### src/hw/rtl/rbch_pkg.sv
// Shared constants, state encoding and control structs for the ray/box hit core.
// No dependencies.
package rbch_pkg;

   localparam int COORD_WIDTH_DEF   = 24;
   localparam int DIR_FRAC_BITS_DEF = 14;
   localparam int MAXD_RESET        = 128000;

   typedef enum logic [4:0] {
      ST_IDLE   = 5'b00001,
      ST_SETUP  = 5'b00010,
      ST_DIV    = 5'b00100,
      ST_APPLY  = 5'b01000,
      ST_FINISH = 5'b10000
   } rbch_state_type;

   // slab edge being processed: x low, x high, y low, y high
   localparam logic [1:0] OP_X_LO = 2'd0;
   localparam logic [1:0] OP_X_HI = 2'd1;
   localparam logic [1:0] OP_Y_LO = 2'd2;
   localparam logic [1:0] OP_Y_HI = 2'd3;

   typedef struct packed {
      logic       load;
      logic       div_start;
      logic       div_step;
      logic       apply;
      logic       finish;
      logic [1:0] op;
   } rbch_cmd_type;

   typedef struct packed {
      logic last;
      logic out_free;
   } rbch_status_type;

endpackage

### src/hw/rtl/rbch_ctrl.sv
// Sequencer for the ray/box hit core: steps four slab divisions per word.
// Depends on rbch_pkg.
module rbch_ctrl import rbch_pkg::*; #(
   parameter int QUO_WIDTH = 39
) (
   input  logic            clock,
   input  logic            reset,
   input  logic            req_valid,
   output logic            req_stall,
   input  rbch_status_type status,
   output rbch_cmd_type    cmd
);

   localparam int CNT_W = $clog2(QUO_WIDTH);

   rbch_state_type state_ff, state_in;
   logic [1:0]       op_ff, op_in;
   logic [CNT_W-1:0] cnt_ff, cnt_in;

   assign req_stall = (state_ff != ST_IDLE);

   always_comb begin
      state_in = state_ff;
      op_in    = op_ff;
      cnt_in   = cnt_ff;
      cmd      = '0;
      cmd.op   = op_ff;
      case (state_ff)
         ST_IDLE: begin
            if (req_valid) begin
               cmd.load = 1'b1;
               op_in    = OP_X_LO;
               state_in = ST_SETUP;
            end
         end
         ST_SETUP: begin
            cmd.div_start = 1'b1;
            cnt_in        = '0;
            state_in      = ST_DIV;
         end
         ST_DIV: begin
            cmd.div_step = 1'b1;
            cnt_in       = cnt_ff + 1'b1;
            if (cnt_ff == CNT_W'(QUO_WIDTH - 1)) begin
               state_in = ST_APPLY;
            end
         end
         ST_APPLY: begin
            cmd.apply = 1'b1;
            if (op_ff == OP_Y_HI) begin
               state_in = ST_FINISH;
            end else begin
               op_in    = op_ff + 1'b1;
               state_in = ST_SETUP;
            end
         end
         ST_FINISH: begin
            // hold while the result word would overwrite an untaken one
            if (!status.last || status.out_free) begin
               cmd.finish = 1'b1;
               state_in   = ST_IDLE;
            end
         end
         default: state_in = ST_IDLE;
      endcase
   end

   always_ff @(posedge clock) begin
      if (reset) begin
         state_ff <= ST_IDLE;
         op_ff    <= OP_X_LO;
         cnt_ff   <= '0;
      end else begin
         state_ff <= state_in;
         op_ff    <= op_in;
         cnt_ff   <= cnt_in;
      end
   end

endmodule

### src/hw/rtl/rbch_datapath.sv
// Datapath of the ray/box hit core: item registers, shared restoring divider,
// slab interval, nearest-hit tracking and result register. Depends on rbch_pkg.
module rbch_datapath import rbch_pkg::*; #(
   parameter int COORD_WIDTH   = COORD_WIDTH_DEF,
   parameter int DIR_FRAC_BITS = DIR_FRAC_BITS_DEF,
   localparam int DIST_W = COORD_WIDTH - 1,
   localparam int DIR_W  = DIR_FRAC_BITS + 2
) (
   input  logic                          clock,
   input  logic                          reset,
   input  rbch_cmd_type                  cmd,
   output rbch_status_type               status,
   input  logic signed [COORD_WIDTH-1:0] req_origin_x,
   input  logic signed [COORD_WIDTH-1:0] req_origin_y,
   input  logic signed [DIR_W-1:0]       req_dir_x,
   input  logic signed [DIR_W-1:0]       req_dir_y,
   input  logic signed [COORD_WIDTH-1:0] req_box_left,
   input  logic signed [COORD_WIDTH-1:0] req_box_top,
   input  logic [DIST_W-1:0]             req_box_width,
   input  logic [DIST_W-1:0]             req_box_height,
   input  logic                          req_last_box,
   input  logic                          csr_valid,
   input  logic [DIST_W-1:0]             csr_max_distance,
   output logic                          rsp_valid,
   input  logic                          rsp_stall,
   output logic [DIST_W-1:0]             rsp_hit_distance,
   output logic                          rsp_any_hit
);

   localparam int EDGE_W = COORD_WIDTH + 1;
   localparam int DLT_W  = COORD_WIDTH + 2;
   localparam int MAG_W  = COORD_WIDTH + 1;
   localparam int Q_W    = MAG_W + DIR_FRAC_BITS;
   localparam int T_W    = Q_W + 2;
   localparam logic signed [T_W-1:0] T_NEG_INF = {1'b1, {(T_W-1){1'b0}}};
   localparam logic signed [T_W-1:0] T_POS_INF = {1'b0, {(T_W-1){1'b1}}};

   // item registers
   logic signed [COORD_WIDTH-1:0] ox_ff, oy_ff, bl_ff, bt_ff;
   logic signed [DIR_W-1:0]       dx_ff, dy_ff;
   logic [DIST_W-1:0]             bw_ff, bh_ff;
   logic                          last_ff;

   // divider and slab state
   logic [Q_W-1:0]          quo_ff;
   logic [DIR_W-1:0]        rem_ff, den_ff;
   logic                    neg_ff;
   logic signed [T_W-1:0]   t1_ff, tmin_ff, tmax_ff;
   logic                    ok_ff;

   // run state and config
   logic [DIST_W-1:0] maxd_ff, nearest_ff;
   logic              hit_seen_ff;
   logic              rsp_valid_ff;
   logic [DIST_W-1:0] rsp_dist_ff;
   logic              rsp_hit_ff;

   logic signed [COORD_WIDTH-1:0] sel_org, sel_lo;
   logic [DIST_W-1:0]             sel_ext;
   logic signed [DIR_W-1:0]       sel_dir;
   logic signed [EDGE_W-1:0]      sel_lo_w, sel_hi_w, sel_edge;
   logic signed [DLT_W-1:0]       delta, delta_abs;
   logic [DIR_W-1:0]              dir_abs;
   logic [DIR_W:0]                rem_sh;
   logic                          ge;
   logic signed [T_W-1:0]         tq, tlo, thi;
   logic                          in_slab, dir_zero;
   logic signed [T_W-1:0]         dval;
   logic                          take;
   logic [DIST_W-1:0]             nearest_nx;
   logic                          hit_nx;

   always_comb begin
      sel_org  = cmd.op[1] ? oy_ff : ox_ff;
      sel_lo   = cmd.op[1] ? bt_ff : bl_ff;
      sel_ext  = cmd.op[1] ? bh_ff : bw_ff;
      sel_dir  = cmd.op[1] ? dy_ff : dx_ff;
      sel_lo_w = EDGE_W'(sel_lo);
      sel_hi_w = sel_lo_w + $signed({2'b00, sel_ext});
      sel_edge = cmd.op[0] ? sel_hi_w : sel_lo_w;
      delta    = DLT_W'(sel_edge) - DLT_W'(sel_org);
      delta_abs = delta[DLT_W-1] ? -delta : delta;
      dir_abs   = sel_dir[DIR_W-1] ? DIR_W'(-sel_dir) : DIR_W'(sel_dir);
      dir_zero  = (sel_dir == '0);
      in_slab   = !((DLT_W'(sel_org) < DLT_W'(sel_lo_w)) ||
                    (DLT_W'(sel_org) > DLT_W'(sel_hi_w)));
   end

   // one quotient bit per step
   always_comb begin
      rem_sh = {rem_ff, quo_ff[Q_W-1]};
      ge     = (rem_sh >= {1'b0, den_ff});
   end

   // floored signed quotient
   always_comb begin
      if (neg_ff) begin
         tq = -$signed({2'b00, quo_ff}) - T_W'(rem_ff != '0);
      end else begin
         tq = $signed({2'b00, quo_ff});
      end
      tlo = (t1_ff < tq) ? t1_ff : tq;
      thi = (t1_ff < tq) ? tq : t1_ff;
   end

   always_comb begin
      dval = (tmin_ff >= 0) ? tmin_ff : tmax_ff;
      take = ok_ff && (tmax_ff >= 0) && (tmin_ff <= tmax_ff) && (dval >= 0) &&
             (dval < $signed({{(T_W-DIST_W){1'b0}}, nearest_ff}));
      nearest_nx = take ? dval[DIST_W-1:0] : nearest_ff;
      hit_nx     = take || hit_seen_ff;
   end

   always_ff @(posedge clock) begin
      if (cmd.load) begin
         ox_ff   <= req_origin_x;
         oy_ff   <= req_origin_y;
         dx_ff   <= req_dir_x;
         dy_ff   <= req_dir_y;
         bl_ff   <= req_box_left;
         bt_ff   <= req_box_top;
         bw_ff   <= req_box_width;
         bh_ff   <= req_box_height;
      end
      if (cmd.div_start) begin
         quo_ff <= {delta_abs[MAG_W-1:0], {DIR_FRAC_BITS{1'b0}}};
         rem_ff <= '0;
         den_ff <= dir_abs;
         neg_ff <= delta[DLT_W-1] ^ sel_dir[DIR_W-1];
      end else if (cmd.div_step) begin
         rem_ff <= ge ? DIR_W'(rem_sh - {1'b0, den_ff}) : rem_sh[DIR_W-1:0];
         quo_ff <= {quo_ff[Q_W-2:0], ge};
      end
      if (cmd.load) begin
         tmin_ff <= T_NEG_INF;
         tmax_ff <= T_POS_INF;
      end else if (cmd.apply) begin
         if (!cmd.op[0]) begin
            t1_ff <= tq;
         end else if (!dir_zero) begin
            if (tlo > tmin_ff) tmin_ff <= tlo;
            if (thi < tmax_ff) tmax_ff <= thi;
         end
      end
      if (cmd.finish && last_ff) begin
         rsp_dist_ff <= hit_nx ? nearest_nx : maxd_ff;
         rsp_hit_ff  <= hit_nx;
      end
   end

   always_ff @(posedge clock) begin
      if (reset) begin
         last_ff      <= 1'b0;
         ok_ff        <= 1'b0;
         maxd_ff      <= DIST_W'(MAXD_RESET);
         nearest_ff   <= DIST_W'(MAXD_RESET);
         hit_seen_ff  <= 1'b0;
         rsp_valid_ff <= 1'b0;
      end else begin
         if (cmd.load) begin
            last_ff <= req_last_box;
            ok_ff   <= 1'b1;
         end else if (cmd.apply && cmd.op[0] && dir_zero && !in_slab) begin
            ok_ff <= 1'b0;
         end
         if (csr_valid) begin
            maxd_ff     <= csr_max_distance;
            nearest_ff  <= csr_max_distance;
            hit_seen_ff <= 1'b0;
         end else if (cmd.finish) begin
            if (last_ff) begin
               nearest_ff  <= maxd_ff;
               hit_seen_ff <= 1'b0;
            end else begin
               nearest_ff  <= nearest_nx;
               hit_seen_ff <= hit_nx;
            end
         end
         if (cmd.finish && last_ff) begin
            rsp_valid_ff <= 1'b1;
         end else if (!rsp_stall) begin
            rsp_valid_ff <= 1'b0;
         end
      end
   end

   assign status.last     = last_ff;
   assign status.out_free = !rsp_valid_ff || !rsp_stall;
   assign rsp_valid        = rsp_valid_ff;
   assign rsp_hit_distance = rsp_dist_ff;
   assign rsp_any_hit      = rsp_hit_ff;

endmodule

### src/hw/rtl/ray_box_closest_hit_core.sv
// Nearest ray/rectangle hit over a run of rectangles, 2D slab test.
// Each word takes four quotients through one radix-2 divider, one after another;
// a result is registered when the last word of a run finishes.
// One word in flight; the result register frees the engine once loaded.
// Synchronous active-high reset: max distance 128000, no hit, no result.
module ray_box_closest_hit_core import rbch_pkg::*; #(
   parameter int COORD_WIDTH   = COORD_WIDTH_DEF,
   parameter int DIR_FRAC_BITS = DIR_FRAC_BITS_DEF
) (
   input  logic                              clock,
   input  logic                              reset,
   input  logic                              req_valid,
   output logic                              req_stall,
   input  logic signed [COORD_WIDTH-1:0]     req_origin_x,
   input  logic signed [COORD_WIDTH-1:0]     req_origin_y,
   input  logic signed [DIR_FRAC_BITS+1:0]   req_dir_x,
   input  logic signed [DIR_FRAC_BITS+1:0]   req_dir_y,
   input  logic signed [COORD_WIDTH-1:0]     req_box_left,
   input  logic signed [COORD_WIDTH-1:0]     req_box_top,
   input  logic [COORD_WIDTH-2:0]            req_box_width,
   input  logic [COORD_WIDTH-2:0]            req_box_height,
   input  logic                              req_last_box,
   input  logic                              csr_valid,
   output logic                              csr_ready,
   input  logic [COORD_WIDTH-2:0]            csr_max_distance,
   output logic                              rsp_valid,
   input  logic                              rsp_stall,
   output logic [COORD_WIDTH-2:0]            rsp_hit_distance,
   output logic                              rsp_any_hit
);

   localparam int QUO_WIDTH = COORD_WIDTH + 1 + DIR_FRAC_BITS;

   rbch_cmd_type    cmd;
   rbch_status_type status;

   assign csr_ready = 1'b1;

   rbch_ctrl #(.QUO_WIDTH(QUO_WIDTH)) u_ctrl (
      .clock     (clock),
      .reset     (reset),
      .req_valid (req_valid),
      .req_stall (req_stall),
      .status    (status),
      .cmd       (cmd)
   );

   rbch_datapath #(
      .COORD_WIDTH   (COORD_WIDTH),
      .DIR_FRAC_BITS (DIR_FRAC_BITS)
   ) u_dp (
      .clock            (clock),
      .reset            (reset),
      .cmd              (cmd),
      .status           (status),
      .req_origin_x     (req_origin_x),
      .req_origin_y     (req_origin_y),
      .req_dir_x        (req_dir_x),
      .req_dir_y        (req_dir_y),
      .req_box_left     (req_box_left),
      .req_box_top      (req_box_top),
      .req_box_width    (req_box_width),
      .req_box_height   (req_box_height),
      .req_last_box     (req_last_box),
      .csr_valid        (csr_valid && csr_ready),
      .csr_max_distance (csr_max_distance),
      .rsp_valid        (rsp_valid),
      .rsp_stall        (rsp_stall),
      .rsp_hit_distance (rsp_hit_distance),
      .rsp_any_hit      (rsp_any_hit)
   );

endmodule

### config.mk
export PLATFORM = sky130hd
export DESIGN_NAME = ray_box_closest_hit_core
export DESIGN_NICKNAME = d
export VERILOG_FILES = /design/src/hw/rtl/rbch_pkg.sv /design/src/hw/rtl/rbch_ctrl.sv /design/src/hw/rtl/rbch_datapath.sv /design/src/hw/rtl/ray_box_closest_hit_core.sv
export SDC_FILE = /design/constraint.sdc
export NUM_CORES = 1
export LEC_CHECK = 0
export BUFFER_PORTS_ARGS = -buffer_cell sky130_fd_sc_hd__buf_2
export CAP_MARGIN = 10
export CELL_PAD_IN_SITES_DETAIL_PLACEMENT = 1
export CELL_PAD_IN_SITES_GLOBAL_PLACEMENT = 2
export CORE_MARGIN = 2
export CORE_UTILIZATION = 42
export DETAILED_ROUTE_END_ITERATION = 12
export GPL_TIMING_DRIVEN = 0
export MAX_ROUTING_LAYER = met4
export PLACE_DENSITY = 0.84
export SLEW_MARGIN = 20
export SYNTH_ARGS = -nofsm -noshare
export SYNTH_HDL_FRONTEND = slang
export SYNTH_HIERARCHICAL = 1
export SYNTH_SLANG_ARGS = --single-unit
### constraint.sdc
create_clock -name clock -period 11.8 [get_ports clock]
set_input_delay 1.18 -clock clock [delete_from_list [all_inputs] [get_ports clock]]
set_output_delay 1.18 -clock clock [all_outputs]
set_load 0.005 [all_outputs]
# Word level (Yosys, flattened, before mapping)
# Cells that the tools add are included.
# word_totals
ramBits,0
elab_cells,133
latchBits,0
inputBits,203
mem_bits_ro,0
n_memories,0
reg_bits,456
out_inout_bits,27
# op_classes
mul,0
mux,40
n_shift,0
bitwise,4
n_lt_le_gt_ge,11
add_sub_neg,9
div,0
n_eq_ne,13
n_reduce_logical,28
# ops
op,n
2-to-1 mux 41 bit,4
2-to-1 mux 23 bit,6
>= comparator 41 x 1 -> 1 bit (second input constant),3
< comparator 41 bit,2
2-to-1 mux 39 bit,2
2-to-1 mux 25 bit,2
2-to-1 mux 24 bit,2
greater-than comparator 41 bit,1
less-or-equal comparator 41 bit,1
< comparator 41 x 24 -> 1 bit,1
negation 39 -> 41 bit,1
subtractor 41 x 1 -> 41 bit,1
2-to-1 mux 16 bit,2
subtractor 25 x 24 -> 26 bit,1
adder 24 x 24 -> 25 bit,1
greater-than comparator 24 x 25 -> 1 bit,1
negation 25 bit,1
one-hot mux 5 bit (5 select lines),1
< comparator 24 bit,1
2-to-1 mux 5 bit,4
>= comparator 17 x 16 -> 1 bit,1
zero test 16 bit,1
negation 16 bit,1
nonzero test 16 bit,1
other kinds (27),63

# Longest topological paths before layout
# Gate-level depths: netlist (run 1).
# logic_depth
ltp_word,9
ltp_mapped,40
depth_no_buf,36

# Modules after synthesis
# The synthesis (run 1) kept the hierarchy.
# by_module_without_submodules
module,instances,cells_each,area_per_inst_um2,seq_area_each_um2
rbch_datapath,1,3282,30848.3,11681.2
rbch_ctrl,1,96,800.8,260.2
ray_box_closest_hit_core,1,2,11.3,0.0

# Worst setup path after synthesis (run 1)
# No wires, ideal clock.
# synth_path
path_type,flip-flop to flip-flop
from,register u_dp.rem_ff[2]
to,register u_dp.tmax_ff[38]
setup_ns,0.115
path_buffers,3
t_arrival_ns,7.618
slack_ns,4.068
required_time_ns,11.685
synth_period_minus_slack_ns,7.732
path_stages_with_launch,37
cell_sequence,dfxtp_1 > nor4_1 > and4_1 > ha_1 > ha_1 > inv_1 > ha_1 > o21bai_1 > a211o_1 > and4_4 > or3_1 > a21oi_2 > o21a_1 > o31ai_1 > xnor2_1 > nand2_1 > ha_1 > a21o_1 > a21oi_1 > o211ai_1 > o31ai_1 > mux2i_1 > clkbuf_1 > buf_2 > mux2_2 > ha_1 > a21o_1 > a21o_1 > a2111oi_0 > o21ai_0 > a22oi_1 > nand3_1 > nor3b_1 > a311o_1 > buf_6 > or3_1 > o21a_1
# synth_between
elab_chain_len,7
# synth_lines
item,line,text
"start, declared",rbch_datapath.sv:46,"logic [DIR_W-1:0] rem_ff, den_ff;"
"start signal, assigned",rbch_datapath.sv:131,"rem_ff <= ge ? DIR_W'(rem_sh - {1'b0, den_ff}) : rem_sh[DIR_W-1:0];"
nonzero test 16 bit *,rbch_datapath.sv:98,"tq = -$signed({2'b00, quo_ff}) - T_W'(rem_ff != '0);"
subtractor 41 x 1 -> 41 bit *,rbch_datapath.sv:98,
2-to-1 mux 41 bit *,rbch_datapath.sv:97,if (neg_ff) begin
< comparator 41 bit,rbch_datapath.sv:103,thi = (t1_ff < tq) ? tq : t1_ff;
2-to-1 mux 41 bit *,rbch_datapath.sv:103,
named net u_dp.thi[18],rbch_datapath.sv:66,"logic signed [T_W-1:0] tq, tlo, thi;"
< comparator 41 bit *,rbch_datapath.sv:142,if (thi < tmax_ff) tmax_ff <= thi;
AND reduction 4 bit (no source line) *,--,
"end signal, assigned",rbch_datapath.sv:142,
"end, declared",rbch_datapath.sv:48,"logic signed [T_W-1:0] t1_ff, tmin_ff, tmax_ff;"
# The timed path passes the listed nets; every way through them passes the cells marked *.
# A chain may end at the register's enable or synchronous reset.

# Worst setup path in the final report (run 1)
# layout_path
from,register u_dp.rem_ff[3]
to,register u_dp.tmin_ff[40]
# layout_between
elab_chain_len,7
# layout_lines
item,line,text
nonzero test 16 bit *,rbch_datapath.sv:98,
subtractor 41 x 1 -> 41 bit *,rbch_datapath.sv:98,
2-to-1 mux 41 bit *,rbch_datapath.sv:97,
< comparator 41 bit,rbch_datapath.sv:102,tlo = (t1_ff < tq) ? t1_ff : tq;
2-to-1 mux 41 bit *,rbch_datapath.sv:102,
named net u_dp.tlo[39],rbch_datapath.sv:66,
greater-than comparator 41 bit *,rbch_datapath.sv:141,if (tlo > tmin_ff) tmin_ff <= tlo;
AND reduction 4 bit (no source line) *,--,
"end signal, assigned",rbch_datapath.sv:141,
"end, declared",rbch_datapath.sv:48,
# Marked as above.

==> results of run 1 <==
[sequential cells by signal, summed over array words and instances, names as in the netlist, 2 cells and up]
name / flops
u_ctrl/cnt_ff: 6
u_ctrl/op_ff: 2
u_ctrl/state_ff: 5
u_dp/bh_ff: 23
u_dp/bl_ff: 24
u_dp/bt_ff: 24
u_dp/bw_ff: 23
u_dp/den_ff: 16
u_dp/dx_ff: 16
u_dp/dy_ff: 16
u_dp/maxd_ff: 23
u_dp/nearest_ff: 23
u_dp/ox_ff: 24
u_dp/oy_ff: 24
u_dp/quo_ff: 39
u_dp/rem_ff: 16
u_dp/rsp_hit_distance: 23
u_dp/t1_ff: 41
u_dp/tmax_ff: 41
u_dp/tmin_ff: 41
[layout by cell type, fill, tap and decap left out, types with 23 or more instances in the layout]
master | synthesis | final
a211oi_1 | 41 | 41
a21o_1 | 87 | 87
a21oi_1 | 236 | 236
a2bb2oi_1 | 23 | 23
buf_2 | 16 | 244
clkbuf_1 | 108 | 125
clkbuf_16 | 0 | 54
dfxtp_1 | 175 | 175
edfxtp_1 | 281 | 281
ha_1 | 344 | 344
inv_1 | 321 | 321
mux2_2 | 80 | 80
mux2i_1 | 174 | 174
nand2_1 | 232 | 232
nand2b_1 | 47 | 47
nand3_1 | 62 | 62
nand4_1 | 58 | 58
nor2_1 | 258 | 257
nor2b_1 | 31 | 31
nor3_1 | 58 | 58
nor4_1 | 41 | 41
o211ai_1 | 53 | 53
o21a_1 | 36 | 36
o21ai_0 | 168 | 168
o22ai_1 | 24 | 24
xnor2_1 | 60 | 60
xor2_1 | 41 | 41
[routing by layer]
| layer | vias to the layer above | GRT usage (%) |
|---|---|---|
| li1 | 12900 | - |
| met1 | 13200 | 31.5 |
| met2 | 440 | 48.8 |
| met3 | 162 | 2.23 |
| met4 | 0 | 8.74 |
| met5 | - | - |
[per-stage QoR]
stage / utilization [%] / std cells / worst slack, ns
final: 48.0 / 4680 / 1.05
after global routing: 48.0 / 4680 / 0.603
after CTS: 48.0 / 4680 / 1.04
after detailed placement: 45.8 / 4585 / 1.11
after global placement: 45.6 / 4576 / 1.16
after floorplan: - / 3380 / 4.07
[power by group through the flow]
stage	sequential [W]	combinational, W	clock [W]
floorplan	0.00186	0.000897	0
global placement	0.00188	0.00121	0
detailed placement	0.00187	0.00128	0
CTS	0.00184	0.00128	0.00162
global route	0.00185	0.00142	0.00168
finish	0.00184	0.00128	0.00158
[final timing paths]
check | endpoint | slack [ns] | depth (start not counted)
max | u_dp/tmin_ff[40]$_SDFFE_PP1P_ | 1.05 | 37
min | u_dp/rsp_valid$_SDFFE_PP0P_ | 0.48 | 2
max reg2reg | u_dp/tmin_ff[40]$_SDFFE_PP1P_ | 1.05 | 37
min reg2reg | u_dp/rsp_valid$_SDFFE_PP0P_ | 0.48 | 2
[area by class of cell]
| class | instances | share of cell area [%] |
|---|---|---|
| multi-input combinational | 2453 | 50.0 |
| sequential | 456 | 33.4 |
| clock buffer | 73 | 4.03 |
| timing repair buffer | 236 | 3.62 |
| tap | 969 | 3.39 |
| inverter | 321 | 3.37 |
| buffer | 150 | 1.76 |
| clock inverter | 22 | 0.496 |
[kinds of logic after synthesis]
family                   synth area share (%)
multiplexers                             8.35
flip-flops                               37.7
XOR/XNOR                                 2.79
adder cells (fa/ha/maj)                  13.8
buffers and inverters                    5.79
AND/OR/NAND/NOR                          14.1
other                                  0.0118
AO/OA/AOI/OAI                            17.4
[worst min-delay path, delay by kind of cell, from the launching register on]
| family | cells | cell delay [ns] |
|---|---|---|
| AOI/OAI and AO/OA | 1 | 0.06 |
| DFF | 1 | 0.30 |
| and+or+nand+nor | 1 | 0.07 |
==> results.py, run 1 <==
metrics = {
    "logic_synthesis": {
        "synth.distinct_cells": 96,
        "syn_area_per_cell_um2": 9.37,
        "synth_edf_count": 281,
        "synth-seq-area-share_pct": 37.7,
        "synth_top_area_share_pct": 26.7,
        "synth_flop_cell": "edfxtp_1",
        "netlist_instances": 3380,
        "ys_seq_elements": 456,
        "synth_top_area_cell": "edfxtp_1",
        "netlist_area_um2": 31700,
        "ys_top_cells_by_area": "edfxtp_1 (27%), ha_1 (14%), dfxtp_1 (11%)",
        "async_flop_share_pct": 0,
        "ys_warn_count": 6,
        "synth.net_count": 3930,
        "ys_top_cells_by_count": "ha_1 (344), inv_1 (321), edfxtp_1 (281)",
        "yosysMostFrequentCell": "ha_1",
    },
    "worst_setup_path": {
        "timing.critical_path.buf_inv": 6,
        "cp_slowest_cell": "nor4_1",
        "critPathKind": "reg -> reg",
        "endpoint_kind": "flip-flop",
        "cp_max_fo": 10,
        "arrival_ns": 11.18,
        "cpMostUsedCell": "ha_1",
        "startpoint_type": "flip-flop",
        "cpPeakStageDelay_ns": 0.74,
        "cp_top_family": "compound AO/OA/AOI/OAI gates",
        "crit-reg2reg-launch": "u_dp/rem_ff[3]$_SDFFE_PP0P_",
        "critPathLaunch": "u_dp/rem_ff[3]$_SDFFE_PP0P_",
        "cp.required_ns": 12.23,
    },
    "min_path": {
        "hold_start": "u_dp/rsp_valid$_SDFFE_PP0P_",
        "min_path_type": "reg -> reg",
    },
    "routing": {
        "vias": 26700,
        "drt-wirelength-per-cell_um": 22.0,
        "dr.max_layer_used": "met4",
        "route.met3.wl_mm": 2.72,
        "dr.pass1.iters": 5,
        "final_antenna_net_count": 0,
        "dr_wl_met2_mm": 52.6,
        "drcViolationCount": 0,
        "vias_per_cell": 5.71,
        "wl_met1_mm": 44.6,
        "drt_iter0_drc": 1108,
        "postRouteWirelength_mm": 103,
    },
    "final_layout": {
        "area_growth_pct": 13.1,
        "register_area_um2": 11900,
        "diodes": 0,
        "final_nets": 4221,
        "multi_input_area_um2": 17900,
        "drive_above_1_share_pct": 12.4,
        "stdcell_area_um2": 35800,
        "num-fill-cells": 8597,
    },
    "grt": {
        "grt_max_degree": 65,
        "grt_remaining_overflow": 0,
        "track_usage_pct": 27.0,
        "grt_pass1_wl_mm": 161,
        "antenna_found_initial": 2,
        "grt_pass1_vias": 29100,
    },
    "sta": {
        "setup_tns_ns": 0,
        "slew_headroom_pct": 27.0,
        "clock_skew_ns": 0.0289,
        "setup_viol": 0,
        "worstMarginPinSlew_ns": 1.10,
        "finalCritPeriodShare_pct": 91.1,
        "hold_viol": 0,
        "min_period_ns": 10.75,
        "max_freq_ghz": 0.0931,
        "slew_viol_final": 0,
        "rsz0062_at_grt": "false",
        "holdWs_ns": 0.484,
    },
    "floorplan": {
        "boundaryPins": 230,
        "core_area_um2": 74600,
        "fp-row-count": 100,
        "initial_core_util_pct": 42.5,
        "fp.dieArea_um2": 77600,
        "die_w_um": 279,
        "die_h_um": 279,
    },
    "pwr": {
        "p_int_w": 0.00320,
        "leakagePower_nw": 15.4,
        "p_switching_w": 0.00150,
        "sw_frac_of_total_pct": 32.0,
        "combPwrFrac_pct": 27.3,
        "vdd_drop_max_uv": 135,
        "seqPwrFrac_pct": 39.1,
        "pwr-share-clk_pct": 33.5,
        "power.density_nw_per_um2": 131,
        "power.total_w": 0.00470,
    },
    "clock_tree": {
        "ctsHoldBuffers": 0,
        "cts_tree": "done",
        "cts_setup_buffers": 0,
        "clk_pin_slew_ns": 0.06,
        "clock_path_buffers": 3,
        "clk_latency_ns": 0.62,
        "cts.sinks": 456,
        "cts_made_buffers": 53,
        "ctsResizeCount": 0,
        "cts_max_level": 2,
        "cts_root_buf": "clkbuf_16",
    },
    "placed_design": {
        "io_buffers": 227,
        "place_congestion": 0.924,
        "post_dp_cell_area_um2": 34200,
        "hpwl_mm": 83.2,
    },
    "status": {
        "outcome": "finished clean",
    },
    "run": {
        "maxCapViolations": 0,
    },
}
Note: power is estimated with default switching activity, not from simulation.
==> run 2: changes to the inputs <==
--- a/config.mk
+++ b/config.mk
@@ -7,14 +7,15 @@
 export LEC_CHECK = 0
 export BUFFER_PORTS_ARGS = -buffer_cell sky130_fd_sc_hd__buf_2
 export CAP_MARGIN = 10
-export CELL_PAD_IN_SITES_DETAIL_PLACEMENT = 1
-export CELL_PAD_IN_SITES_GLOBAL_PLACEMENT = 2
+export CELL_PAD_IN_SITES_DETAIL_PLACEMENT = 0
+export CELL_PAD_IN_SITES_GLOBAL_PLACEMENT = 1
 export CORE_MARGIN = 2
-export CORE_UTILIZATION = 42
+export CORE_UTILIZATION = 52
+export CTS_CLUSTER_DIAMETER = 100
 export DETAILED_ROUTE_END_ITERATION = 12
 export GPL_TIMING_DRIVEN = 0
 export MAX_ROUTING_LAYER = met4
-export PLACE_DENSITY = 0.84
+export PLACE_DENSITY = 0.85
 export SLEW_MARGIN = 20
 export SYNTH_ARGS = -nofsm -noshare
 export SYNTH_HDL_FRONTEND = slang
==> results.py, run 2 (same netlist as run 1, synthesis figures left out) <==
metrics = {
    "final_layout": {
        "final_nets": 4220,
        "area_growth_pct": 12.6,
        "stdcell_count": 4494,
        "num-fill-cells": 5211,
        "mostFrequentLayoutCells": "ha_1 (344), inv_1 (321), edfxtp_1 (281), nor2_1 (257), buf_2 (244)",
        "final_common_cell": "ha_1",
        "biggestRegsByFlops": "u_dp/t1_ff: 41 flops, u_dp/tmax_ff: 41 flops, u_dp/tmin_ff: 41 flops",
        "drive_above_1_share_pct": 12.6,
        "diodes": 0,
    },
    "clock_tree": {
        "cts.sinks": 456,
        "clock_path_buffers": 3,
        "ctsHoldBuffers": 0,
        "cts_setup_buffers": 0,
        "clk_pin_slew_ns": 0.06,
        "ctsResizeCount": 0,
        "cts_root_buf": "clkbuf_16",
        "cts_made_buffers": 52,
        "cts_tree": "done",
        "clk_latency_ns": 0.62,
        "cts_max_level": 2,
    },
    "worst_setup_path": {
        "endpoint_kind": "flip-flop",
        "critPathKind": "reg -> reg",
        "timing.critical_path.buf_inv": 9,
        "cp_top_family": "buffers and inverters",
        "rr_worst_depth": 32,
        "startpoint_type": "flip-flop",
        "cp_slowest_cell": "clkbuf_1",
        "cp.depth": 32,
        "arrival_ns": 10.61,
        "cp_max_fo": 10,
        "cp.required_ns": 12.15,
        "cpPeakStageDelay_ns": 0.75,
    },
    "floorplan": {
        "core_area_um2": 60200,
        "die_h_um": 251,
        "initial_core_util_pct": 52.6,
        "fp-row-count": 90,
        "die_w_um": 251,
        "boundaryPins": 230,
        "fp.dieArea_um2": 62900,
    },
    "routing": {
        "final_antenna_net_count": 0,
        "drcViolationCount": 0,
        "vias_per_cell": 5.90,
        "drt-wirelength-per-cell_um": 19.9,
        "drt_iter0_drc": 1749,
        "vias": 26500,
        "dr.pass1.iters": 7,
        "postRouteWirelength_mm": 89.5,
    },
    "placed_design": {
        "io_buffers": 227,
        "placedCellCount": 4398,
        "place_congestion": 0.965,
        "preCtsSetupSlack_ns": 1.56,
        "hpwl_mm": 71.1,
    },
    "sta": {
        "slew_headroom_pct": 29.1,
        "worstMarginPinSlew_ns": 1.06,
        "hold_viol": 0,
        "rsz0062_at_grt": "false",
        "clock_skew_ns": 0.0244,
        "finalCritPeriodShare_pct": 87.0,
        "worst_slack_ns": 1.53,
        "slew_viol_final": 0,
        "setup_tns_ns": 0,
        "setup_viol": 0,
        "min_period_ns": 10.27,
        "max_freq_ghz": 0.0974,
    },
    "grt": {
        "antenna_found_initial": 1,
        "grt_pass1_wl_mm": 141,
        "grt_pass1_vias": 26500,
        "track_usage_pct": 28.8,
        "grt_remaining_overflow": 0,
        "use_met2_pct": 48.7,
        "busiest_layer": "met2",
        "grt_max_degree": 65,
        "global_route.usage.met1_pct": 35.3,
        "use_met3_pct": 2.66,
    },
    "run": {
        "maxCapViolations": 0,
    },
    "pwr": {
        "power.density_nw_per_um2": 132,
        "leakagePower_nw": 15.4,
        "vdd_drop_max_uv": 137,
        "power.total_w": 0.00469,
    },
    "status": {
        "outcome": "finished clean",
    },
    "min_path": {
        "min_path_type": "reg -> reg",
        "holdPathStages": 2,
    },
}
==> run 2: layout make-up <==
type | instances | area, µm² | area share, %
clock inverter | 30 | 318 | 0.892
sequential | 456 | 11900 | 33.5
buffer | 150 | 629 | 1.77
clock buffer | 66 | 1370 | 3.86
inverter | 321 | 1200 | 3.38
timing repair buffer | 236 | 1290 | 3.62
tap | 782 | 978 | 2.75
multi-input combinational | 2453 | 17900 | 50.2
==> run 2: tightest hold or removal path, cell delays in order (launching register included) <==
cell and delay (ns):
dfxtp_1 0.32, nand2b_1 0.07, a21oi_1 0.06
==> run 2: worst paths after layout <==
path                                startpoint                            to  slack [ns]
hold reg to reg   u_dp/maxd_ff[2]$_SDFFE_PP0P_  u_dp/maxd_ff[2]$_SDFFE_PP0P_        0.49
hold / removal    u_dp/maxd_ff[2]$_SDFFE_PP0P_  u_dp/maxd_ff[2]$_SDFFE_PP0P_        0.49
setup reg to reg  u_ctrl/op_ff[1]$_SDFFE_PP0P_     u_dp/quo_ff[29]$_DFFE_PP_        1.53
setup / recovery  u_ctrl/op_ff[1]$_SDFFE_PP0P_     u_dp/quo_ff[29]$_DFFE_PP_        1.53
==> run 2: metal layers <==
layer  vias up  part of all wire, %
li1      13000                    -
met1     12500                   43
met2       819                   48
met3       201                  4.6
met4         0                  4.4
met5         -                    0
==> run 2: report_power, final <==
group / leakage (nW) / switching (W) / total, W / internal, W
registers: 4.04 / 0.0000408 / 0.00184 / 0.00179
logic: 10.6 / 0.000737 / 0.00124 / 0.000504
clock network: 0.810 / 0.000694 / 0.00161 / 0.000921
total: 15.4 / 0.00147 / 0.00469 / 0.00322
==> run 2: per-stage QoR <==
step           util [%]  instance area (µm²)  hold WS [ns]
3_3_place_gp       56.1                33800         0.473
3_5_place_dp       56.3                33900         0.481
2_1_floorplan         -                31700         0.452
5_1_grt            59.2                35600         0.509
4_1_cts            59.2                35600         0.490
6_report           59.2                35600         0.490
